==> src/design/scfsi_ram.sv <==
`default_nettype none

module scfsi_ram #(
   parameter int WIDTH = 32,
   parameter int DEPTH = 64
) (
   input  wire logic                     clock,
   input  wire logic                     wr_en,
   input  wire logic [$clog2(DEPTH)-1:0] wr_addr,
   input  wire logic [WIDTH-1:0]         wr_data,
   input  wire logic [$clog2(DEPTH)-1:0] rd_addr,
   output logic      [WIDTH-1:0]         rd_data
);

   logic [WIDTH-1:0] mem [DEPTH];
   logic [WIDTH-1:0] rd_data_ff;

   always_ff @(posedge clock) begin
      if (wr_en) begin
         mem[wr_addr] <= wr_data;
      end
      rd_data_ff <= mem[rd_addr];
   end

   assign rd_data = rd_data_ff;

endmodule

`default_nettype wire

==> config.mk <==
export PLATFORM = sky130hd
export DESIGN_NAME = scfsi_ram
export DESIGN_NICKNAME = d
export VERILOG_FILES = /design/src/design/scfsi_ram.sv
export SDC_FILE = /design/constraint.sdc
export NUM_CORES = 2
export LEC_CHECK = 0
export ABC_AREA = 0
export ABC_CLOCK_PERIOD_IN_PS = 6900
export BUFFER_PORTS_ARGS = -buffer_cell sky130_fd_sc_hd__buf_4
export CORE_MARGIN = 5
export CORE_UTILIZATION = 46
export DETAILED_ROUTE_END_ITERATION = 10
export PLACE_DENSITY_LB_ADDON = 0.08
export SYNTH_ARGS = -nofsm -noshare
export SYNTH_HDL_FRONTEND = slang
export SYNTH_SLANG_ARGS = --single-unit
==> constraint.sdc <==
create_clock -name clock -period 6.9 [get_ports clock]
set_input_delay 0.345 -clock clock [delete_from_list [all_inputs] [get_ports clock]]
set_output_delay 0.345 -clock clock [all_outputs]
set_load 0.02 [all_outputs]
==> results.yml <==
sta:
  maxSlewViolCount: 0
  grt_setup_unrepaired: "false"
  post-route-period-util_pct: 47.3
  tightestPinTransition_ns: 1.36
  max_freq_mhz: 307
  setup_viol: 0
  slew_headroom_pct: 8.53
  fin_crit_ns: 3.26
  hold_slack_ns: 0.101
  setup_tns_ns: 0
  finalHoldViolations: 0
  skew_ns: 0.0281
global_route:
  grt-ovfl-total: 0
  grtUsageMet1_pct: 33.4
  grt-busiest-layer: "met2"
  grt_pass1_vias: 37900
  grt_first_pass_wirelength_um: 302000
  grtUsageMet3_pct: 3.70
  antenna_found_initial: 27
  grt_max_degree: 103
  met2_usage_pct: 41.2
  grt_use_total_pct: 24.3
run:
  max-cap-violations: 0
setup_path:
  criticalPathCategory: "in2reg"
  crit_path_top_delay_cell: "nand2b_1"
  end_kind: "flip-flop"
  crit_chain: "buf_8 > buf_12 > nand2b_1 > o22ai_1 > nor2_1 > a21oi_1 > nor2_1"
  cp_num_buf_inv: 2
  crit_arrival_ns: 3.91
  path_common_cell: "nor2_1"
  cp-start-kind: "primary input"
  path_max_fanout: 79
  cp_top_family: "compound AO/OA/AOI/OAI gates"
  required_ns: 7.55
  slowest_delay_ns: 0.88
synthesis:
  synth_edf_count: 2048
  synthArstFlopShare_pct: 0
  ys_ff_latch: 2080
  yosys-top-cells-area: "edfxtp_1, mux4_2, mux2i_1"
  syn_area_per_cell_um2: 23.6
  synth_top_area_share_pct: 78.3
  ys.flop_type: "edfxtp_1"
  synth_largest_area_cell: "edfxtp_1"
  netlist_area_um2: 78500
  synth_warnings: 0
  synth_seq_area_share_pct: 79.1
  syn_inst: 3324
  synthesis.nets: 3370
  netlist-cell-type-count: 34
floorplanning:
  start_util_pct: 46.3
  die_area_um2: 179000
  die_x_um: 423
  placementRows: 151
  core-area_um2: 170000
  die_h_um: 423
  io_pins: 78
placement:
  dpl.hpwl_um: 118000
  placed_cells: 5535
  numPortBuffers: 77
  gp_congestion: 0.764
status:
  status: "complete, no violations"
power_and_ir_drop:
  p_leak_nw: 27.6
  irDropWorstVdd_mv: 0.247
  finalPower_w: 0.0265
  power_density_nw_per_um2: 298
cells_and_area:
  fin_util_pct: 52.5
  final_cells: 5938
  syn_to_final_growth_pct: 13.5
  fin_nets: 3576
  drive_above_1_share_pct: 29.3
clock_tree:
  clkTransAtPathRegs_ns: 0.06
  cts_resized: 0
  postCtsSetupBuffers: 0
  cts_buffer_depth: 3
  cts-root-buf: "clkbuf_16"
  hold_buffers: 0
  numCtsBuffers: 211
  cts.sinks: 2080
  clock_latency_ns: 0.82
  cts_tree: "done"
  h-tree-depth: 4
route:
  drc: 0
  wire_per_inst_um: 36.7
  ant_nets: 0
  wl_um: 218000
  drtPass1Iterations: 5
  vias_per_cell: 6.21
  vias: 36900
  drt-initial-drc-count: 4352
worst_hold_path:
  hold_path.class: "in2reg"
[power breakdown]
group,internal (W),switching (W),total (W)
sequential,0.0140,0.0000733,0.0141
clock,0.00641,0.00471,0.0111
combinational,0.000472,0.000892,0.00136
[registers in the layout, summed over array words and instances, names as in the netlist]
signal and count:
mem 2048, rd_data 32
[worst reg2reg max path: stages, from the launching register on]
cell and delay (ns):
edfxtp_1 0.37, mux4_2 0.47, mux2i_1 0.21, nor2_1 0.08, a311oi_1 1.03, nor3_1 0.18
[synthesized netlist by cell type (7+ instances only)]
cell / n
buf_2: 57
nor3_1: 7
mux2i_1: 93
nand2_1: 26
buf_4: 25
nand2b_1: 8
a22oi_1: 12
buf_1: 21
a21oi_1: 62
nor2b_1: 15
a311oi_1: 8
nor2_1: 137
o22ai_1: 84
o221ai_1: 27
mux4_2: 544
clkbuf_1: 74
dfxtp_1: 32
edfxtp_1: 2048
[placed cells by master, fill, tap and decap left out, types with 6 or more instances in the layout]
cell and n:
nand2_1 26, nor2_4 62, clkinv_1 46, inv_6 6, buf_4 162, clkbuf_1 48
diode_2 11, mux4_2 544, bufinv_16 15, clkinv_2 37, clkbuf_16 215, clkbuf_8 14
o221ai_1 27, edfxtp_1 2048, mux2i_1 93, dfxtp_1 32, a21oi_1 62, nor2_1 75
nand2b_1 7, buf_12 9, nor2b_1 15, a22oi_1 12, a311oi_1 8, o22ai_1 84
[kinds of logic after synthesis]
group / after synthesis / synth area share (%)
flip-flops: 2080 / 79.1
multiplexers: 637 / 16.8
AND/OR/NAND/NOR: 223 / 1.27
AO/OA/AOI/OAI: 202 / 1.67
buffers and inverters: 182 / 1.13
[final timing paths]
path                                  start     endpoint  depth (start not counted)  slack, ns
worst min-delay path             wr_data[3]   mem[10][3]                          1       0.10
worst max register to register   mem[23][4]   rd_data[4]                          5       4.37
worst min register to register  mem[58][17]  rd_data[17]                          5       0.87
worst max-delay path             rd_addr[2]   rd_data[2]                          7       3.64
[metrics by stage]
stage / area, um2 / setup slack, ns
after floorplan: 78500 / 3.40
after global placement: 82300 / 2.78
after detailed placement: 82300 / 2.78
after CTS: 89100 / 3.66
after global routing: 89100 / 3.47
final: 89100 / 3.64
[metal layers]
layer  vias up  routed length [um]
met5         -                  56
met1     20400               86600
li1      14700                   -
met3       293               14500
met2      1499              111000
met4         8                5690
[cell type report]
cell class | count | area (um2)
Sequential cell | 2080 | 62100
Multi-Input combinational cell | 1062 | 16000
Fill cell | 12900 | 80600
Timing Repair Buffer | 175 | 1450
Antenna cell | 11 | 27.5
Clock buffer | 277 | 5750
Tap cell | 2218 | 2780
Clock inverter | 115 | 988
Power figures use the tool's default switching activity.
